--- config.mk ---
export PLATFORM = sky130hd
export DESIGN_NAME = sida_cell
export DESIGN_NICKNAME = d
export VERILOG_FILES = /design/src/hw/rtl/sida_pkg.sv /design/src/hw/rtl/sida_cell.sv
export SDC_FILE = /design/constraint.sdc
export NUM_CORES = 1
export LEC_CHECK = 0
export BUFFER_PORTS_ARGS = -buffer_cell sky130_fd_sc_hd__buf_2
export CORE_ASPECT_RATIO = 0.9
export CORE_MARGIN = 2
export CORE_UTILIZATION = 42
export CTS_CLUSTER_DIAMETER = 30
export DETAILED_ROUTE_END_ITERATION = 7
export PLACE_DENSITY = 0.9
export SYNTH_ARGS = -nofsm -noshare
export SYNTH_HDL_FRONTEND = slang
export SYNTH_SLANG_ARGS = --single-unit
--- constraint.sdc ---
create_clock -name clk -period 5.8 [get_ports clk]
set_input_delay 0.29 -clock clk [delete_from_list [all_inputs] [get_ports clk]]
set_output_delay 0.29 -clock clk [all_outputs]
set_load 0.03 [all_outputs]
--- src/hw/rtl/sida_pkg.sv ---
package sida_pkg;

  localparam int unsigned DEPTH_DEF      = 64;
  localparam int unsigned DATA_WIDTH_DEF = 32;

  localparam int unsigned CMD_W  = 3;
  localparam int unsigned IDX_W  = 6;
  localparam int unsigned LEN_W  = 7;
  localparam int unsigned CNT_W  = 7;
  localparam int unsigned OPND_W = 32;

  localparam logic [LEN_W-1:0] LEN_RESET = 7'd64;

  typedef enum logic [CMD_W-1:0] {
    CMD_READ   = 3'd0,
    CMD_INSERT = 3'd1,
    CMD_REMOVE = 3'd2,
    CMD_WRITE  = 3'd3,
    CMD_COUNT  = 3'd4,
    CMD_DUMP   = 3'd5
  } cmd_t;

  typedef enum logic [2:0] {
    CELL_HOLD   = 3'd0,
    CELL_INSERT = 3'd1,
    CELL_REMOVE = 3'd2,
    CELL_WRITE  = 3'd3,
    CELL_ROTATE = 3'd4
  } cell_op_t;

  typedef struct packed {
    cell_op_t         op;
    logic [IDX_W-1:0] idx;
    logic [LEN_W-1:0] len;
    logic [LEN_W-1:0] last_pos;
  } cell_ctl_t;

endpackage

--- src/hw/rtl/sida_cell.sv ---
module sida_cell import sida_pkg::*; #(
  parameter int unsigned DATA_WIDTH = DATA_WIDTH_DEF,
  parameter int unsigned POS        = 0
) (
  input  logic                  clk,
  input  logic                  rst_n,
  input  cell_ctl_t             ctl,
  input  logic [DATA_WIDTH-1:0] word,
  input  logic [DATA_WIDTH-1:0] left_q,
  input  logic [DATA_WIDTH-1:0] right_q,
  input  logic [DATA_WIDTH-1:0] head_q,
  output logic [DATA_WIDTH-1:0] q
);

  localparam bit               IN_RANGE = (POS < (2 ** LEN_W));
  localparam logic [LEN_W-1:0] POS_C    = LEN_W'(POS);

  logic [DATA_WIDTH-1:0] q_r;
  logic [DATA_WIDTH-1:0] q_nxt;
  logic [LEN_W-1:0]      idx_ext;
  logic                  active;

  assign idx_ext = LEN_W'(ctl.idx);
  assign active  = IN_RANGE && (POS_C < ctl.len);

  always_comb begin
    q_nxt = q_r;
    if (active) begin
      unique case (ctl.op)
        CELL_INSERT: begin
          if (POS_C == idx_ext) begin
            q_nxt = word;
          end else if (POS_C > idx_ext) begin
            q_nxt = left_q;
          end
        end
        CELL_REMOVE: begin
          if (POS_C == ctl.last_pos) begin
            q_nxt = '0;
          end else if (POS_C >= idx_ext) begin
            q_nxt = right_q;
          end
        end
        CELL_WRITE: begin
          if (POS_C == idx_ext) begin
            q_nxt = word;
          end
        end
        CELL_ROTATE: begin
          q_nxt = (POS_C == ctl.last_pos) ? head_q : right_q;
        end
        default: q_nxt = q_r;
      endcase
    end
  end

  always_ff @(posedge clk) begin
    if (!rst_n) begin
      q_r <= '0;
    end else begin
      q_r <= q_nxt;
    end
  end

  assign q = q_r;

endmodule

# Word level (Yosys, flattened, before mapping)
# Cells that the tools add are included.
classes:
  n_addsub: 0
  shift: 0
  div_mod_pow: 0
  eq_ne: 7
  order_cmp: 3
  mux: 7
  mul: 0
  bitwise_logic: 0
  n_reduce_logical: 4
ops:
  columns: ["op", "n"]
  rows:
  - ["$mux 32", 6]
  - ["$pmux 32 s4", 1]
  - ["$logic_not 7->1", 2]
  - ["$lt 1x7->1 const A", 1]
  - ["$eq 3x2->1 const B", 2]
  - ["$ge 1x6->1 const A", 1]
  - ["$gt 1x6->1 const A", 1]
  - ["$ne 3x3->1 const B", 2]
  - ["$reduce_and 5->1", 1]
  - ["$reduce_bool 4->1", 1]
  - ["$eq 3x1->1 const B", 1]
  - ["$eq 3x3->1 const B", 1]
  - ["$ne 2x2->1 const B", 1]
totals:
  mem_count: 0
  elab_cells: 22
  reg_bits: 32
  latch_bits: 0
  mem_bits_rw: 0
  rom_bits: 0
  out_inout_bits: 32
  inputBits: 153

# Logic depth before layout (Yosys ltp)
# Gate-level depths: netlist of the first run.
depth:
  depth_word: 4
  depth_mapped: 7
  ltp_nobuf: 5

# Least setup slack after synthesis of the first run
# OpenSTA, ideal clock, no wires.
synth_timing:
  kind: "input-to-reg"
  startpoint: "input ctl[2] (netlist name)"
  endpoint: "register q_r[0] (netlist: q[0])"
  path_slack_ns: 3.765
  required_time_ns: 5.674
  t_arrival_ns: 1.910
  path_stages: 5
  cell_sequence: "or4_1 > or4b_4 > a31oi_4 > buf_2 > a31oi_1"
synth_via:
  elab_chain_len: 3
synth_lines:
  columns: ["element", "line_no", "text"]
  rows:
  - ["start: declaration", "sida_cell.sv:7", "input cell_ctl_t ctl,"]
  - ["$logic_not 7->1 *", "sida_cell.sv:38, sida_cell.sv:50", null]
  - ["$ne 3x3->1 (no source line), or another cell as far along", null, null]
  - ["$reduce_and 5->1 (no source line) / $pmux 32 s4 (equally long branches)", null, null]
  - ["end signal: assignment", "sida_cell.sv:61", "q_r <= q_nxt;"]
  - ["end: declaration", "sida_cell.sv:18", "logic [DATA_WIDTH-1:0] q_r;"]
# Mark *: on every way between the ends. The rest lies on a longest branch, timed or not.
# A chain may end at the register's enable or synchronous reset.

# Final worst setup path of the first run
layout_timing:
  startpoint: "input ctl[14] (netlist name)"
  endpoint: "register q_r[31] (netlist: q[31])"
layout_via:
  elab_chain_len: 3
layout_lines:
  columns: ["element", "line_no", "text"]
  rows:
  - ["$ge 1x6->1, or another cell as far along", "sida_cell.sv:40", "end else if (POS_C >= idx_ext) begin"]
  - ["$ne 3x3->1 (no source line), or another cell as far along", null, null]
  - ["$reduce_and 5->1 (no source line) / $pmux 32 s4 (equally long branches)", null, null]
# Several ways; a longest one is shown, not always the timed one.

==> results of run 1 <==
[how the worst max path moves through the flow]
stage                               to  slack [ns]  cells after the start
floorplan            q[0]$_SDFFE_PN0P_        3.76                      5
finish              q[31]$_SDFFE_PN0P_        3.51                      7
global route        q[31]$_SDFFE_PN0P_        3.31                      7
detailed placement  q[31]$_SDFFE_PN0P_        3.21                      7
CTS                  q[9]$_SDFFE_PN0P_        3.53                      7
global placement     q[8]$_SDFFE_PN0P_        3.34                      7
[final cells by class]
class                           count  area (um^2)
Tap cell                           65         81.3
Sequential cell                    32          641
Inverter                            1         3.75
Timing Repair Buffer              189          958
Clock buffer                        5         68.8
Fill cell                         453         1680
Multi-Input combinational cell    248         1420
Clock inverter                      3         42.5
[per-layer routing]
| layer | vias to the layer above | share of wire (%) |
|---|---|---|
| met5 | - | 0 |
| met4 | 0 | 1.5 |
| met3 | 12 | 6.9 |
| met2 | 135 | 51 |
| met1 | 1347 | 41 |
| li1 | 1457 | - |
[logic make-up (layout without fill, tap and decap cells)]
logic type,count (synthesis),after routing,share of synthesized area [%]
xor+xnor,1,1,0.405
compound gates,103,103,34.5
flops,32,32,29.6
simple gates,144,144,29.2
buf+inv,29,198,6.25
[critical path, stage by stage]
cell and delay [ns]:
sky130_fd_sc_hd__buf_2 0.10, sky130_fd_sc_hd__nor4_2 0.62, sky130_fd_sc_hd__nand3_1 0.23, sky130_fd_sc_hd__a221oi_4 0.66, sky130_fd_sc_hd__buf_4 0.34, sky130_fd_sc_hd__nand2_1 0.08, sky130_fd_sc_hd__a31oi_1 0.16
[placed cells by master (no fill, tap or decap), drive strengths merged, types with 2 or more instances in the layout]
cell / count
dfxtp: 32
nor2: 3
or4: 2
a31oi: 32
nand3: 32
o21ai: 32
or2: 2
o211a: 31
nor4: 2
nand2: 97
buf: 189
clkbuf: 5
[power by group through the flow]
stage          sequential (mW)  clock [mW]  combinational, mW
2_1_floorplan            0.268           0             0.0775
6_report                 0.239       0.214              0.187
3_5_place_dp             0.243           0              0.186
4_1_cts                  0.239       0.216              0.187
5_1_grt                  0.240       0.225              0.203
3_3_place_gp             0.243           0              0.181
[through the flow]
step           util [%]  total power, mW  hold WS [ns]  setup WS, ns  cell area [um^2]
6_report           65.8            0.640         0.255          3.51              3220
4_1_cts            65.8            0.642         0.249          3.53              3220
3_3_place_gp       63.5            0.424         0.456          3.34              3110
3_5_place_dp       63.5            0.429         0.457          3.21              3110
2_1_floorplan         -            0.346         0.428          3.76              2160
5_1_grt            65.8            0.667         0.253          3.31              3220
==> impl_metrics.ini, run 1 <==
[floorplan]
top_level_ports = 185
design.die.area_mm2 = 0.00574
fp.coreArea_mm2 = 0.00489
start_util_pct = 44.2
fp.dieW_um = 79.6
dieHeight_um = 72.1
floorplan.rows = 24

[global_route]
grt.total_usage_pct = 26.1
grt_antenna_before_repair = 0
first_global_vias = 2828
met3_usage_pct = 4.98
grt_start_max_net_pins = 65
grt_busiest_layer = met2
grt_use_met1_pct = 28.5
globalRouteOverflowTotal = 0
global_route_wire_length_before_repair_um = 12100
global_route.usage.met2_pct = 50.1

[yosys]
syn_inst = 309
syn_nets = 462
synthDistinctLibCells = 33
ys_top_cells_by_count = 97 x sky130_fd_sc_hd__nand2_1, 32 x sky130_fd_sc_hd__dfxtp_1, 32 x sky130_fd_sc_hd__nand3_1
seq_area_frac_synth_pct = 29.6
synth_area_leader_cell = sky130_fd_sc_hd__dfxtp_1
yosysMostFrequentCell = sky130_fd_sc_hd__nand2_1
synth.yosys.warnings = 0
synth_async_sr_flop_share_pct = 0
synth_edf_count = 0
synth_top_flop_cell = sky130_fd_sc_hd__dfxtp_1
post_synth.cell_area_avg_um2 = 7.00
synth-seq-cells = 32
ys_top_cells_by_area = sky130_fd_sc_hd__dfxtp_1 30%, sky130_fd_sc_hd__nand2_1 17%, sky130_fd_sc_hd__o211a_1 14%
synth_area_mm2 = 0.00216
synth.top_cell.area_share_pct = 29.6

[final_layout]
synthToLayoutAreaGrowth_pct = 48.9
drive_above_1_share_pct = 43.1
final_net_count = 630
diodes = 0
layoutNonFillerInstCount = 543
largest_register_ffs = 32

[job]
max-cap-violations = 0

[power_and_ir_drop]
intPower_mw = 0.443
power.share.clock_pct = 33.4
p_seq_share_pct = 37.4
static-leakage-power_nw = 1.62
power_switching_mw = 0.196
power.ir.vdd_worst_mv = 0.101
power_dens_cells_mw_per_mm2 = 199
power_switching_share_pct = 30.7
pwr-share-comb_pct = 29.2

[timing]
post-route-period-util_pct = 39.4
relSlewSlack_pct = 22.7
finalSetupViolations = 0
tightest_slew_ns = 1.16
finalMaxSlewViolations = 0
period_minus_slack_ns = 2.29
timing.clock.skew_ns = 0
finalHoldViolations = 0
rsz0062_at_grt = false
fmax_ghz = 0.437
tns_ns = 0

[clock_tree]
tritoncts = built
cts_post_setup_buffers_inserted = 0
cts_buffer_count = 5
clk_path_buf_depth = 2
clk_transition_reported_paths_ns = 0.07
post_cts_resize_count = 0
tritoncts_num_sinks = 32
clock_tree.root_cell = sky130_fd_sc_hd__clkbuf_8
ctsHoldBuffers = 0
worst_skew_pair.late_latency_ns = 0.28
cts.htree.levels = 2

[critical_path]
critPathMaxFanout = 16
crit-reg2reg-capture = q[8]$_SDFFE_PN0P_
setup.worst_path.class = in -> reg
reg2reg_setup_slack_ns = 5.11
worstPathRequired_ns = 6.01
critPathLaunch = ctl[14]
worst_r2r_startpoint = q[8]$_SDFFE_PN0P_
worstRegToRegCells = 2
worst_ep_arrival_time_ns = 2.50
critical_path_launch_point_type = input port
worstSetupEndpointType = register

[routing]
wire_per_inst_um = 14.7
antenna_violating_nets_post_route = 0
drtPass1Iterations = 4
drt_iter0_markers = 179
drt-vias-per-instance = 5.43
drt-total-wl_um = 7980
routed-via-count = 2951
final_routed_drc_violation_total = 0

[placement]
placement.io_buffers = 184
place_congestion = 0.804
placed_cells_incl_taps = 535
hpwl_um = 5800

[min_path]
timing.hold.worst_endpoint = q[30]$_SDFFE_PN0P_
worst_hold_startpoint = word[30]
hold_depth = 3
worst_hold_path_type = in -> reg

[status]
status = finished clean
No activity file was read; power rests on OpenSTA's default activity.
==> run 2, diff against run 1 <==
Settings changed: CORE_UTILIZATION 42 to 35, PLACE_DENSITY 0.9 to 0.81.
Clock period 5.8 ns to 2 ns, I/O delays scaled along.
==> impl_metrics.ini, run 2 (synthesis gave the netlist of run 1 again) <==
[status]
status = finished clean

[global_route]
grt_start_max_net_pins = 34
grt_antenna_before_repair = 0
global_route_wire_length_before_repair_um = 12500
first_global_vias = 2861
grt.total_usage_pct = 22.5
globalRouteOverflowTotal = 0

[clock_tree]
clk_transition_reported_paths_ns = 0.07
cts_buffer_count = 5
tritoncts_num_sinks = 32
clock_tree.root_cell = sky130_fd_sc_hd__clkbuf_8
worst_skew_pair.late_latency_ns = 0.28
cts_post_setup_buffers_inserted = 0
cts.htree.levels = 2
ctsHoldBuffers = 0
clk_path_buf_depth = 2
tritoncts = built
post_cts_resize_count = 0

[routing]
final_routed_drc_violation_total = 0
drt-vias-per-instance = 5.32
met1_length_um = 3080
detailroute.wirelength.met2_um = 3980
drt-total-wl_um = 7750
highest_layer = met4
drtPass1Iterations = 4
drt_iter0_markers = 102
wire_per_inst_um = 13.8
dr_wl_met3_um = 558
routed-via-count = 2983
antenna_violating_nets_post_route = 0

[placement]
placement.io_buffers = 184
place_congestion = 0.815
hpwl_um = 6020
placement.setup.worst_slack_ns = -0.123

[job]
max-cap-violations = 0

[critical_path]
critPathMaxFanout = 32
reg2reg_setup_slack_ns = 1.30
critPathLaunch = ctl[2]
worstPathRequired_ns = 2.21
crit-reg2reg-capture = q[8]$_SDFFE_PN0P_
worstRegToRegCells = 2
critical_path_launch_point_type = input port
worstSetupEndpointType = register
worst_r2r_startpoint = q[8]$_SDFFE_PN0P_
worst_ep_arrival_time_ns = 2.04
setup.worst_path.class = in -> reg
crit_path_end = q[8]$_SDFFE_PN0P_

[timing]
worst_slack_ns = 0.170
finalSetupViolations = 0
fmax_ghz = 0.546
tightest_slew_ns = 0.527
post-route-period-util_pct = 91.5
finalHoldViolations = 0
timing.clock.skew_ns = 0
finalMaxSlewViolations = 0
rsz0062_at_grt = false
period_minus_slack_ns = 1.83
relSlewSlack_pct = 64.9

[power_and_ir_drop]
static-leakage-power_nw = 1.69
power.share.clock_pct = 33.1
power_dens_cells_mw_per_mm2 = 558
p_seq_share_pct = 37.0
intPower_mw = 1.30
power_switching_share_pct = 30.3
pwr-share-comb_pct = 29.9
power_switching_mw = 0.567
power.ir.vdd_worst_mv = 0.268
finalPower_mw = 1.87

[final_layout]
synthToLayoutAreaGrowth_pct = 54.9
final_net_count = 641
area.sequential_um2 = 641
layout.cells.most_common = sky130_fd_sc_hd__buf_2
largest_register_ffs = 32
filler_cell_count = 572
mostFrequentLayoutCells = 184 x sky130_fd_sc_hd__buf_2, 97 x sky130_fd_sc_hd__nand2_1, 32 x sky130_fd_sc_hd__nand3_1, 32 x sky130_fd_sc_hd__dfxtp_1
diodes = 0
multiInputGateArea_mm2 = 0.00142
drive_above_1_share_pct = 44.4

[floorplan]
fp.dieW_um = 86.8
floorplan.rows = 27
dieHeight_um = 78.6
top_level_ports = 185
start_util_pct = 35.8
design.die.area_mm2 = 0.00682
fp.coreArea_mm2 = 0.00605

[min_path]
worst_hold_startpoint = word[30]
worst_hold_path_type = in -> reg
[run 2: power by group through the flow]
stage	Clock, mW	Combinational [mW]	Sequential (mW)
final	0.619	0.558	0.692
after global routing	0.668	0.613	0.696
after CTS	0.635	0.560	0.692
after detailed placement	0	0.557	0.705
after global placement	0	0.542	0.704
after floorplan	0	0.225	0.777
[run 2: metrics by stage]
| step | util [%] | instances | cell area [um^2] | hold WS [ns] | TNS [ns] |
|---|---|---|---|---|---|
| detailed placement | 53.5 | 553 | 3240 | 0.367 | -1.60 |
| floorplan | - | 309 | 2160 | 0.238 | 0 |
| finish | 55.4 | 561 | 3350 | 0.0679 | 0 |
| global placement | 53.5 | 553 | 3240 | 0.360 | -0.260 |
| global route | 55.4 | 561 | 3350 | 0.0630 | 0 |
| CTS | 55.4 | 561 | 3350 | 0.0593 | 0 |
[run 2: area by class of cell]
class	instances	area share (%)
Multi-Input combinational cell	248	42.5
Timing Repair Buffer	200	32.2
Sequential cell	32	19.1
Tap cell	72	2.69
Clock buffer	5	2.06
Clock inverter	3	1.27
Inverter	1	0.112
[run 2: how the worst min path moves through the flow]
stage	to	slack (ns)	depth (start not counted)
floorplan	q[8]$_SDFFE_PN0P_	0.24	2
global placement	q[20]$_SDFFE_PN0P_	0.36	3
CTS	q[30]$_SDFFE_PN0P_	0.06	3
global route	q[0]$_SDFFE_PN0P_	0.06	3
detailed placement	q[6]$_SDFFE_PN0P_	0.37	3
finish	q[30]$_SDFFE_PN0P_	0.07	3
[run 2: routing by layer]
metal | vias to the layer above | track usage [%]
li1 | 1481 | -
met1 | 1353 | 24.3
met2 | 135 | 42.7
met3 | 14 | 4.84
met4 | 0 | 7.34
met5 | - | 0
[run 2: worst max-delay path, stage by stage]
cell and delay [ns]:
sky130_fd_sc_hd__buf_2 0.09, sky130_fd_sc_hd__or4_1 0.53, sky130_fd_sc_hd__or4b_4 0.55, sky130_fd_sc_hd__a31oi_4 0.24
sky130_fd_sc_hd__buf_12 0.21, sky130_fd_sc_hd__o21ai_0 0.11, sky130_fd_sc_hd__a31oi_1 0.19
